--- src/fhc_pkg.sv ---
`timescale 1ns / 1ps
`default_nettype none
// ----------------------------------------------------------------------------
// fhc_pkg
// Shared types and constants for the single/half float converter.
// ----------------------------------------------------------------------------
package fhc_pkg;

   localparam logic OP_S2H = 1'b0;
   localparam logic OP_H2S = 1'b1;

   localparam logic [7:0]  EXP_BIAS_DIFF = 8'd112;
   localparam logic [7:0]  EXP_S2H_SPEC  = 8'd255;
   localparam logic [23:0] ROUND_HALF    = 24'h001000;
   localparam logic [15:0] HALF_INF      = 16'h7c00;

   typedef struct packed {
      logic        op;
      logic        sign;
      logic [7:0]  exp;
      logic [22:0] man;
   } stage1_type;

endpackage : fhc_pkg
`default_nettype wire

--- src/float_half_converter.sv ---
`timescale 1ns / 1ps
`default_nettype none
// ----------------------------------------------------------------------------
// float_half_converter
// Converts IEEE binary32 to binary16 (op 0) and binary16 to binary32 (op 1).
// ----------------------------------------------------------------------------
// Usage:
//   req_* is the input stream: tuser carries op, tdata carries value_bits.
//   rsp_* is the result stream: tdata carries result_bits, one beat per
//   request beat, in order.
//   A request beat passes the stage 1, 2 and 3 registers before it leaves.
//   Throughput is one beat per cycle while rsp_tready is high, since every
//   stage can take a new beat in the cycle it hands one on.
//   Stage 1 decodes fields and computes the shift / leading-zero count,
//   stage 2 aligns the mantissa and packs the exact cases, stage 3 rounds,
//   packs and holds the output register.
//   Reset clears all valid bits; no result is pending afterwards.
//   When the receiver stalls, a stage advances only if the stage after it is
//   empty or moving, so beats hold in place and none is lost or repeated.
//   req_tready falls only when all three stages are full and rsp_tready is low.
// ----------------------------------------------------------------------------
module float_half_converter
   import fhc_pkg::*;
(
   input  wire logic        clock,
   input  wire logic        reset,
   input  wire logic        req_tvalid,
   output logic             req_tready,
   input  wire logic [31:0] req_tdata,   // [31:0] value_bits
   input  wire logic        req_tuser,   // [0] op
   output logic             rsp_tvalid,
   input  wire logic        rsp_tready,
   output logic [31:0]      rsp_tdata    // [31:0] result_bits
);

   logic v1_ff, v2_ff, v3_ff;
   logic adv1, adv2, adv3;

   assign adv3       = !v3_ff || rsp_tready;
   assign adv2       = !v2_ff || adv3;
   assign adv1       = !v1_ff || adv2;
   assign req_tready = adv1;
   assign rsp_tvalid = v3_ff;

   // stage 1: decode
   logic        op1_ff, sign1_ff, zero1_ff, spec1_ff, norm1_ff;
   logic [4:0]  sh1_ff;
   logic [23:0] man1_ff;
   logic [7:0]  exp1_ff;

   logic        sign1_in, zero1_in, spec1_in, norm1_in;
   logic [4:0]  sh1_in;
   logic [23:0] man1_in;
   logic [7:0]  exp1_in;

   always_comb begin
      logic [7:0] e8;
      logic [9:0] hm;
      logic [4:0] he;
      logic [3:0] lz;
      e8 = req_tdata[30:23];
      hm = req_tdata[9:0];
      he = req_tdata[14:10];
      lz = 4'd0;
      sign1_in = 1'b0;
      zero1_in = 1'b0;
      spec1_in = 1'b0;
      norm1_in = 1'b0;
      sh1_in   = 5'd0;
      man1_in  = 24'd0;
      exp1_in  = 8'd0;
      if (req_tuser == OP_S2H) begin
         sign1_in = req_tdata[31];
         man1_in  = {1'b0, req_tdata[22:0]};
         exp1_in  = e8;
         if (e8 == EXP_S2H_SPEC) begin
            spec1_in = 1'b1;
         end else if (e8 <= EXP_BIAS_DIFF) begin
            // half denormal: shift = 113 - e8
            if (e8 < 8'd89) begin
               zero1_in = 1'b1;
            end else begin
               sh1_in  = 5'(8'd113 - e8);
               man1_in = {1'b1, req_tdata[22:0]};
            end
         end else begin
            norm1_in = 1'b1;
         end
      end else begin
         sign1_in = req_tdata[15];
         man1_in  = {14'd0, hm};
         exp1_in  = {3'd0, he};
         for (int i = 9; i >= 0; i--) begin
            if (hm[i] && lz == 4'd0 && hm[9:0] >> (i + 1) == 10'd0) begin
               lz = 4'(10 - i);
            end
         end
         sh1_in   = {1'b0, lz};
         zero1_in = (he == 5'd0) && (hm == 10'd0);
         spec1_in = (he == 5'd31);
      end
   end

   always_ff @(posedge clock) begin
      if (reset) begin
         v1_ff <= 1'b0;
      end else if (adv1) begin
         v1_ff <= req_tvalid;
      end
      if (adv1) begin
         op1_ff   <= req_tuser;
         sign1_ff <= sign1_in;
         zero1_ff <= zero1_in;
         spec1_ff <= spec1_in;
         norm1_ff <= norm1_in;
         sh1_ff   <= sh1_in;
         man1_ff  <= man1_in;
         exp1_ff  <= exp1_in;
      end
   end

   // stage 2: align
   logic [31:0] pre2_in, pre2_ff;
   logic [23:0] man2_in, man2_ff;
   logic [7:0]  exp2_in, exp2_ff;
   logic        norm2_in, norm2_ff;
   logic        den2_in, den2_ff;

   always_comb begin
      logic [7:0]  e;
      logic [9:0]  hm;
      logic [9:0]  sm;
      pre2_in  = 32'd0;
      man2_in  = 24'd0;
      exp2_in  = 8'd0;
      norm2_in = 1'b0;
      den2_in  = 1'b0;
      e  = 8'd0;
      hm = 10'd0;
      sm = 10'd0;
      if (op1_ff == OP_S2H) begin
         pre2_in[15] = sign1_ff;
         if (zero1_ff) begin
            pre2_in[14:0] = 15'd0;
         end else if (spec1_ff) begin
            hm = man1_ff[22:13];
            pre2_in[14:0] = 15'(HALF_INF) | 15'(hm);
            if (man1_ff[22:0] != 23'd0 && hm == 10'd0) pre2_in[0] = 1'b1;
         end else if (norm1_ff) begin
            norm2_in = 1'b1;
            man2_in  = man1_ff;
            exp2_in  = exp1_ff - EXP_BIAS_DIFF;
         end else begin
            den2_in = 1'b1;
            man2_in = man1_ff >> sh1_ff;
         end
      end else begin
         pre2_in[31] = sign1_ff;
         if (zero1_ff) begin
            pre2_in[30:0] = 31'd0;
         end else if (spec1_ff) begin
            pre2_in[30:0] = {8'hff, man1_ff[9:0], 13'd0};
         end else if (exp1_ff == 8'd0) begin
            sm = man1_ff[9:0] << sh1_ff;
            e  = 8'd113 - {3'd0, sh1_ff};
            pre2_in[30:0] = {e, sm, 13'd0};
         end else begin
            pre2_in[30:0] = {exp1_ff + EXP_BIAS_DIFF, man1_ff[9:0], 13'd0};
         end
      end
   end

   always_ff @(posedge clock) begin
      if (reset) begin
         v2_ff <= 1'b0;
      end else if (adv2) begin
         v2_ff <= v1_ff;
      end
      if (adv2) begin
         pre2_ff  <= pre2_in;
         man2_ff  <= man2_in;
         exp2_ff  <= exp2_in;
         norm2_ff <= norm2_in;
         den2_ff  <= den2_in;
      end
   end

   // stage 3: round and pack
   logic [31:0] res3_in, res3_ff;

   always_comb begin
      logic [23:0] m;
      logic [7:0]  e;
      m = man2_ff + ROUND_HALF;
      e = exp2_ff;
      res3_in = pre2_ff;
      if (norm2_ff) begin
         if (m[23]) begin
            m = 24'd0;
            e = e + 8'd1;
         end
         if (e >= 8'd31) res3_in[14:0] = 15'(HALF_INF);
         else res3_in[14:0] = {e[4:0], m[22:13]};
      end else if (den2_ff) begin
         res3_in[14:0] = {4'd0, m[23:13]};
      end
   end

   always_ff @(posedge clock) begin
      if (reset) begin
         v3_ff <= 1'b0;
      end else if (adv3) begin
         v3_ff <= v2_ff;
      end
      if (adv3) res3_ff <= res3_in;
   end

   assign rsp_tdata = res3_ff;

endmodule : float_half_converter
`default_nettype wire
--- config.mk ---
export PLATFORM = sky130hd
export DESIGN_NAME = float_half_converter
export DESIGN_NICKNAME = d
export VERILOG_FILES = /design/src/fhc_pkg.sv /design/src/float_half_converter.sv
export SDC_FILE = /design/constraint.sdc
export NUM_CORES = 1
export LEC_CHECK = 0
export BUFFER_PORTS_ARGS = -buffer_cell sky130_fd_sc_hd__buf_4
export CAP_MARGIN = 0
export CORE_UTILIZATION = 63
export CTS_CLUSTER_DIAMETER = 100
export CTS_CLUSTER_SIZE = 28
export DETAILED_ROUTE_END_ITERATION = 6
export PLACE_DENSITY = 0.85
export REMOVE_ABC_BUFFERS = 1
export SLEW_MARGIN = 20
export SYNTH_ARGS = -nofsm -noshare
export SYNTH_HDL_FRONTEND = slang
export SYNTH_SLANG_ARGS = --single-unit
--- constraint.sdc ---
create_clock -name clock -period 3.25 [get_ports clock]
set_clock_uncertainty 0.1 [all_clocks]
set_input_delay 0.4875 -clock clock [delete_from_list [all_inputs] [get_ports clock]]
set_output_delay 0.4875 -clock clock [all_outputs]
set_load 0.02 [all_outputs]
==> results of run 1 <==
## registers in the layout, indices dropped and copies added (netlist names)
register,cells
rsp_tdata,32
pre2_ff,30
man1_ff,24
man2_ff,12
exp1_ff,8
exp2_ff,8
sh1_ff,5
den2_ff,1
norm1_ff,1
norm2_ff,1
op1_ff,1
rsp_tvalid,1
sign1_ff,1
spec1_ff,1
v1_ff,1
v2_ff,1
zero1_ff,1
## layer usage
metal / vias to the layer above / GRT usage
met2: 230 / 0.452
met4: 0 / 0.148
met3: 47 / 0.0712
met1: 2221 / 0.378
met5: - / 0
li1: 2192 / -
## power by group through the flow
stage	registers [mW]	clock network, mW	logic [mW]
3_5_place_dp	2.05	0	0.446
5_1_grt	2.03	2.01	0.493
6_report	2.02	1.91	0.454
2_1_floorplan	2.09	0	0.211
4_1_cts	2.02	1.93	0.451
3_3_place_gp	2.05	0	0.441
## logic make-up after synthesis
group                    count (synthesis)  synth area share
flip-flops                             129             0.600
buffers and inverters                   39            0.0232
AO/OA/AOI/OAI                          111             0.112
adder cells (fa/ha/maj)                  7            0.0137
XOR/XNOR                                21            0.0299
multiplexers                            28            0.0562
AND/OR/NAND/NOR                        204             0.165
## cell type report
cell class | count | share of cell area
sequential | 129 | 0.500
clock inverter | 11 | 0.0210
tap | 133 | 0.0217
clock buffer | 21 | 0.0558
inverter | 20 | 0.00977
multi-input combinational | 371 | 0.314
antenna | 1 | 0.000326
timing repair buffer | 79 | 0.0772
## worst max-delay path: stages, from the launching register on
cell and delay [ps]:
edfxtp_1 460, nand3_4 150, nor4_4 430, mux2i_1 290
mux2i_1 510, and3_2 270, a211oi_1 50
## metrics by stage
stage          instance area [µm²]  cells   util  hold slack (ps)  power (mW)
2_1_floorplan                 6330    520      -              300        2.30
3_3_place_gp                  7090    732  0.722              300        2.49
3_5_place_dp                  7090    732  0.722              309        2.50
4_1_cts                       7680    764  0.782             10.9        4.40
5_1_grt                       7680    764  0.782             22.9        4.53
6_report                      7690    765  0.783             31.4        4.39
## worst max path at each step
stage                      startpoint       endpoint  slack (ps)  cells past startpoint
final                     man2_ff[14]  rsp_tdata[10]         700                      6
after global routing      man2_ff[14]  rsp_tdata[10]         620                      6
after CTS                 man2_ff[14]  rsp_tdata[10]         760                      6
after detailed placement  man2_ff[15]  rsp_tdata[10]         860                      6
after global placement    man2_ff[14]  rsp_tdata[10]         990                      6
after floorplan             sh1_ff[0]    man2_ff[12]         870                      5
## layout by cell type (no fill, tap or decap), types with 9 or more instances in the layout
| cell | count |
|---|---|
| edfxtp_1 | 126 |
| buf_4 | 79 |
| nand2_1 | 55 |
| nor2_1 | 39 |
| nor2b_1 | 28 |
| a21oi_1 | 26 |
| o21ai_0 | 26 |
| mux2i_1 | 18 |
| nor3_1 | 18 |
| inv_1 | 17 |
| clkbuf_16 | 16 |
| and2_1 | 14 |
| a211oi_1 | 12 |
| xnor2_1 | 12 |
| o22ai_1 | 9 |
==> results.toml, run 1 <==
[outcome]
status = "complete, no violations"

[clocking]
postCtsResizedCells = 0
htree_levels = 4
clkTransAtPathRegs_ps = 60
hold_buffers = 0
cts-buffers-inserted = 17
clock_path_buffers = 2
root_buffer = "clkbuf_8"
cts_setup_buffers = 0
cts_sinks = 129
cts_tree = "done"
insertion_delay_ps = 520

[sta]
finalHoldViolCount = 0
fin_ws_ps = 705
setup-tns-final_ps = 0
tightest_slew_ps = 615
fmax_ghz = 0.393
rsz0062_at_grt = "no"
relSlewSlack = 0.590
finalSetupViolCount = 0
post-route-period-util = 0.783
slew_violations = 0
period_needed_ps = 2550

[yosys]
ys_seq_area_frac = 0.600
synth.lib_cells_used.distinct = 56
synth_area_um2 = 6410
async_flop_share = 0
synth.area.top_cells = "edfxtp_1 (59%), nand2_1 (3.2%), mux2i_1 (2.8%)"
yosysMostFrequentCell = "edfxtp_1"
synth_top_area_share = 0.591
netlist_instances = 539
syn_avg_cell_area_um2 = 11.9
synth_seq_cells = 129
yosys_most_used_dff = "edfxtp_1"
yosys_warnings = 0
synth_edf_count = 126
synth_area_leader_cell = "edfxtp_1"
synth_commonest_cells = "edfxtp_1 (126), nand2_1 (55), nor2_1 (39)"

[worst_setup_path]
required_ps = 3390
worst_setup_path_end_kind = "flop"
r2r_end = "rsp_tdata[10]"
arrival_ps = 2680
r2r_start = "man2_ff[14]"
reg2reg_depth = 6
cp_max_fo = 6
critPathKind = "reg -> reg"
ff2ff_setup_slack_ps = 700
crit_path_start_kind = "flop"

[route]
met1Wirelength_um = 6010
firstDrtPassIters = 5
drt-initial-drc-count = 386
vias_per_cell = 6.13
post_drt_wl_per_cell_um = 18.4
top_layer = "met4"
wl_met3_um = 864
dr_wl_met2_um = 6710
drc_errors = 0
routed_wl_um = 14000
vias = 4690
final_antenna_net_count = 0

[min_path]
hold_path_depth = 2
hold_start = "reset"
min_to = "rsp_tvalid"
worstHoldPathType = "in -> reg"

[layout]
fillers = 605
drive_gt1_frac = 0.197
area_growth_syn_to_layout_pct = 20.0
multi_input_area_um2 = 2410
final-seq-area_um2 = 3840
final_nets = 662

[power_and_ir_drop]
cellLeakagePower_nw = 3.09
switching_share = 0.230
p_seq_frac = 0.461
powerDensity_nw_per_um2 = 571
p_clk_frac = 0.436
p_sw_mw = 1.01
ir_worst_vdd_uv = 397
internal_power_mw = 3.38
p_comb_frac = 0.103

[floorplanning]
dieArea_um2 = 10600
num_rows = 36
num_io_pins = 71
die_h_um = 103
die_width_um = 103
coreArea_um2 = 9820
start_util = 0.653

[grt]
antenna_found_initial = 1
overflow = 0
grt_pass1_vias = 4314
grt_max_degree = 53
track_usage = 0.289
grt_pass1_wl_um = 22100

[placed_design]
place_ws_ps = 860
port-buffer-count = 70
gp_congestion = 0.886
dp_hpwl_um = 9850

[run]
cap_violations = 0
No activity file was read; power rests on OpenSTA's default activity.
==> run 2, diff against run 1 <==
--- a/config.mk
+++ b/config.mk
@@ -7,11 +7,11 @@
 export LEC_CHECK = 0
 export BUFFER_PORTS_ARGS = -buffer_cell sky130_fd_sc_hd__buf_4
 export CAP_MARGIN = 0
-export CORE_UTILIZATION = 63
+export CORE_UTILIZATION = 59
 export CTS_CLUSTER_DIAMETER = 100
 export CTS_CLUSTER_SIZE = 28
 export DETAILED_ROUTE_END_ITERATION = 6
-export PLACE_DENSITY = 0.85
+export PLACE_DENSITY = 0.8
 export REMOVE_ABC_BUFFERS = 1
 export SLEW_MARGIN = 20
 export SYNTH_ARGS = -nofsm -noshare
==> constraint.sdc (replaced) <==
create_clock -name clock -period 2.5 [get_ports clock]
set_clock_uncertainty 0.1 [all_clocks]
set_input_delay 0.375 -clock clock [delete_from_list [all_inputs] [get_ports clock]]
set_output_delay 0.375 -clock clock [all_outputs]
set_load 0.02 [all_outputs]
==> run 2 against run 1 <==
Clock-buffer cell count is 3 lower. Largest cell class unchanged. Die area rose by 6.6%. Global-route usage shrank 1.2 points. Critical path depth unchanged. Fmax increased by 8.6%. Sequential cell count is the same. Hold slack better by 13 ps. Core utilization shrank 3.4 points. First-iteration DRC count grew 16%.
==> results.toml, run 2 (synthesized netlist as in run 1, its figures left out) <==
[outcome]
status = "complete, no violations"

[route]
post_drt_wl_per_cell_um = 18.6
firstDrtPassIters = 5
drt-initial-drc-count = 447
drc_errors = 0
vias_per_cell = 5.99
routed_wl_um = 14500
final_antenna_net_count = 0
vias = 4672

[power_and_ir_drop]
p_sw_mw = 1.31
internal_power_mw = 4.19
power_mw = 5.51
p_clk_frac = 0.410
ir_worst_vdd_uv = 452
p_comb_frac = 0.113
switching_share = 0.238
powerDensity_nw_per_um2 = 706
p_seq_frac = 0.477
cellLeakagePower_nw = 3.15

[placed_design]
dp.cells = 738
port-buffer-count = 70
gp_congestion = 0.898
dp_hpwl_um = 10100

[grt]
grt_max_degree = 53
overflow = 0
grt_pass1_wl_um = 23400
antenna_found_initial = 0
grt_pass1_vias = 4600
track_usage = 0.277

[layout]
drive_gt1_frac = 0.205
area_growth_syn_to_layout_pct = 21.8
multi_input_area_um2 = 2430
final_nets = 677
final_cell_mix = "edfxtp_1 (126), buf_4 (81), nand2_1 (54)"
largest_register_ffs = 32
antenna_cells = 0
fillers = 648
final-seq-area_um2 = 3840
final_common_cell = "edfxtp_1"
stdcell_count = 780
final_core_util = 0.749

[min_path]
worstHoldPathType = "in -> reg"

[worst_setup_path]
worst_setup_path_end_kind = "flop"
crit_end = "rsp_tdata[1]"
cp_slowest_cell = "edfxtp_1"
cp-startpoint = "man2_ff[14]"
r2r_end = "rsp_tdata[1]"
r2r_start = "man2_ff[14]"
cp_max_fo = 10
arrival_ps = 2500
reg2reg_depth = 6
ff2ff_setup_slack_ps = 160
crit_path_start_kind = "flop"
max_stage_delay_ps = 450
critPathKind = "reg -> reg"
required_ps = 2650
cp_cell_sequence = "nand3_4 > nor4_4 > xnor2_2 > o21ai_0 > a221oi_2 > o31ai_1"

[floorplanning]
num_io_pins = 71
die_width_um = 106
coreArea_um2 = 10400
die_h_um = 106
dieArea_um2 = 11300
start_util = 0.615
num_rows = 37

[clocking]
cts_setup_buffers = 0
cts-buffers-inserted = 17
clock_path_buffers = 2
clkTransAtPathRegs_ps = 60
htree_levels = 4
root_buffer = "clkbuf_8"
insertion_delay_ps = 520
cts_sinks = 129
cts_tree = "done"

[run]
cap_violations = 0

[sta]
setup-tns-final_ps = 0
slew_violations = 0
rsz0062_at_grt = "no"
finalHoldViolCount = 0
tightest_slew_ps = 1050
relSlewSlack = 0.296
period_needed_ps = 2340
fmax_ghz = 0.427
finalSetupViolCount = 0
post-route-period-util = 0.938
## run 2: cell count changes in the layout (fill, tap and decap cells not counted), sizes merged
cell / delta
buf: +3
dlygate4sd3: +12
clkbuf: -3
clkinv: +4
clkinvlp: -1
diode: -1
bufinv: -2
## run 2: worst min path at each step
| stage | from | endpoint | slack, ps | depth (start not counted) |
|---|---|---|---|---|
| global route | req_tdata[21] | man1_ff[21] | 40 | 2 |
| global placement | pre2_ff[26] | rsp_tdata[26] | 300 | 0 |
| CTS | req_tdata[21] | man1_ff[21] | 30 | 2 |
| finish | req_tdata[21] | man1_ff[21] | 40 | 2 |
| detailed placement | pre2_ff[22] | rsp_tdata[22] | 310 | 0 |
| floorplan | pre2_ff[15] | rsp_tdata[15] | 300 | 0 |
## run 2: routing by layer
layer,track usage,up-vias,routed length [µm]
met2,0.459,201,7230
li1,-,2221,-
met4,0.118,0,312
met1,0.355,2218,6250
met5,0,-,0
met3,0.0576,32,744
## run 2: what timing repair did
| item | CTS | global route |
|---|---|---|
| gates resized for setup | 0 | 1 |
| hold endpoints to repair | 13 | 0 |
| hold buffers | 12 | 0 |
| setup endpoints to repair | 0 | 3 |
## run 2: area by class of cell
class,instances,share of cell area
Timing Repair Buffer,94,0.0959
Clock buffer,18,0.0536
Clock inverter,12,0.0154
Multi-Input combinational cell,371,0.311
Tap cell,136,0.0218
Sequential cell,129,0.493
Inverter,20,0.00962
## run 2: stage by stage
stage               area [µm²]  hold slack (ps)  worst slack (ps)
floorplan                 6330              300               116
global placement          7130              301               302
detailed placement        7140              307               181
CTS                       7800             31.2               120
global route              7800             37.3              3.51
finish                    7800             44.8               156
## run 2: power by group through the flow
stage / sequential, mW / combinational, mW / clock, mW
after floorplan: 2.72 / 0.274 / 0
after global placement: 2.66 / 0.581 / 0
after detailed placement: 2.67 / 0.591 / 0
after CTS: 2.62 / 0.612 / 2.27
after global routing: 2.64 / 0.674 / 2.38
final: 2.63 / 0.621 / 2.26
## run 2: worst max-delay path, delay by kind of cell (launching register included)
kind	cells	cell delay, ps
and+or+nand+nor	2	520
AOI/OAI and AO/OA	3	760
DFF	1	450
xor gates and xnor gates	1	250
==> run 3, diff against run 2 <==
--- a/config.mk
+++ b/config.mk
@@ -7,11 +7,12 @@
 export LEC_CHECK = 0
 export BUFFER_PORTS_ARGS = -buffer_cell sky130_fd_sc_hd__buf_4
 export CAP_MARGIN = 0
-export CORE_UTILIZATION = 59
+export CORE_UTILIZATION = 61
+export CTS_BUF_LIST = sky130_fd_sc_hd__clkbuf_4 sky130_fd_sc_hd__clkbuf_8
 export CTS_CLUSTER_DIAMETER = 100
 export CTS_CLUSTER_SIZE = 28
 export DETAILED_ROUTE_END_ITERATION = 6
-export PLACE_DENSITY = 0.8
+export PLACE_DENSITY = 0.83
 export REMOVE_ABC_BUFFERS = 1
 export SLEW_MARGIN = 20
 export SYNTH_ARGS = -nofsm -noshare
==> run 3 against run 2 <==
Clock-buffer cell count shrank 1. Cell count shrank 1.0%. Setup slack gained 41 ps. Core utilization fell by 1.1 points. Critical endpoint is now rsp_tdata[7]. Via count fell by 1.9%. Hold slack got worse by 17 ps. Sequential cell count is the same. Power fell by 11%. Register-to-register slack improved by 40 ps. Die area is 3.2% lower. Critical path type unchanged. Wire length down 9.5%. Fmax is 1.8% higher.
==> results.toml, run 3 (synthesized netlist as in run 1, its figures left out) <==
[grt]
overflow = 0
antenna_found_initial = 0
grt_max_degree = 53
grt_pass1_vias = 4332
track_usage = 0.252
grt_pass1_wl_um = 20900

[clocking]
root_buffer = "clkbuf_8"
cts_tree = "done"
cts_sinks = 129
clkTransAtPathRegs_ps = 90
cts-buffers-inserted = 17
insertion_delay_ps = 440
clock_path_buffers = 2
htree_levels = 4

[run]
cap_violations = 0

[worst_setup_path]
crit_path_start_kind = "flop"
arrival_ps = 2380
worst_setup_path_end_kind = "flop"
max_stage_delay_ps = 480
cp_max_fo = 10
required_ps = 2570
critPathKind = "reg -> reg"
cp_slowest_cell = "edfxtp_1"
cp_cell_sequence = "nand4_2 > nor4_4 > xnor2_2 > o21ai_0 > a221oi_2 > o31ai_1"

[floorplanning]
die_width_um = 104
start_util = 0.626
num_rows = 37
num_io_pins = 71
die_h_um = 104
coreArea_um2 = 10200
dieArea_um2 = 10900

[layout]
final_cell_mix = "edfxtp_1 (126), buf_4 (81), nand2_1 (54)"
drive_gt1_frac = 0.217
final_common_cell = "edfxtp_1"
antenna_cells = 0
final_core_util = 0.738
largest_register_ffs = 32
area_growth_syn_to_layout_pct = 17.8
final_nets = 667

[route]
drc_errors = 0
post_drt_wl_per_cell_um = 17.0
vias_per_cell = 5.93
vias = 4581
drt-initial-drc-count = 450
final_antenna_net_count = 0
routed_wl_um = 13100
firstDrtPassIters = 5

[power_and_ir_drop]
cellLeakagePower_nw = 3.03
ir_worst_vdd_uv = 277
powerDensity_nw_per_um2 = 647

[placed_design]
dp_hpwl_um = 9790
gp_congestion = 0.950
place_ws_ps = 207
port-buffer-count = 70

[sta]
fmax_ghz = 0.434
finalHoldViolCount = 0
period_needed_ps = 2300
post-route-period-util = 0.921
slew_violations = 0
finalSetupViolCount = 0
tightest_slew_ps = 642
whs_ps = 28.0
setup-tns-final_ps = 0
fin_ws_ps = 197
rsz0062_at_grt = "no"
relSlewSlack = 0.570

[outcome]
status = "complete, no violations"

[min_path]
worstHoldPathType = "in -> reg"
[run 3: changes by cell type in the layout (fill, tap and decap cells not counted), moves of 3 or more]
| cell | before | now |
|---|---|---|
| clkinv_2 | 3 | 0 |
| inv_6 | 0 | 6 |
| clkbuf_8 | 1 | 17 |
| dlygate4sd3_1 | 12 | 1 |
| inv_8 | 0 | 5 |
| clkbuf_16 | 16 | 0 |
[run 3: final cells by class]
class,instances,area (µm²)
Tap cell,136,170
Timing Repair Buffer,84,658
Inverter,20,75.1
Sequential cell,129,3840
Multi-Input combinational cell,371,2430
Fill cell,713,2680
Clock inverter,15,141
Clock buffer,17,234
[run 3: repair_timing]
action / 4_1_cts / 5_1_grt
setup endpoints to repair: 0 / 2
hold buffers: 1 / 0
gates resized for setup: 0 / 1
buffers inserted: 0 / 0
hold endpoints to repair: 3 / 0
[run 3: metal layers]
layer,track usage,vias to the layer above,share of wire
met3,0.0508,30,0.059
li1,-,2198,-
met4,0.123,0,0.028
met1,0.324,2166,0.43
met2,0.409,187,0.48
met5,0,-,0
[run 3: power breakdown]
part	internal, mW	switching, mW	leakage, nW	total (mW)
registers	2.51	0.104	1.49	2.62
clock network	0.739	0.930	0.188	1.67
logic	0.271	0.324	1.35	0.595
[run 3: final timing paths]
| kind | end | startpoint | slack, ps | cells after the start |
|---|---|---|---|---|
| setup / recovery | rsp_tdata[7] | man2_ff[15] | 200 | 6 |
| hold / removal | man1_ff[6] | req_tdata[6] | 30 | 1 |
| setup reg to reg | rsp_tdata[7] | man2_ff[15] | 200 | 6 |
| hold reg to reg | rsp_tdata[22] | pre2_ff[22] | 320 | 0 |
[run 3: through the flow]
| stage | power, mW | cell area, µm² | instances |
|---|---|---|---|
| global route | 5.05 | 7550 | 772 |
| detailed placement | 3.25 | 7150 | 739 |
| finish | 4.88 | 7550 | 772 |
| CTS | 4.92 | 7540 | 772 |
| floorplan | 2.99 | 6330 | 520 |
| global placement | 3.23 | 7150 | 739 |
[run 3: critical path: cells and delay by family, from the launching register on]
kind / cells / cell delay, ps
AOI/OAI and AO/OA: 3 / 710
and+or+nand+nor: 2 / 510
DFF: 1 / 480
xor gates and xnor gates: 1 / 250
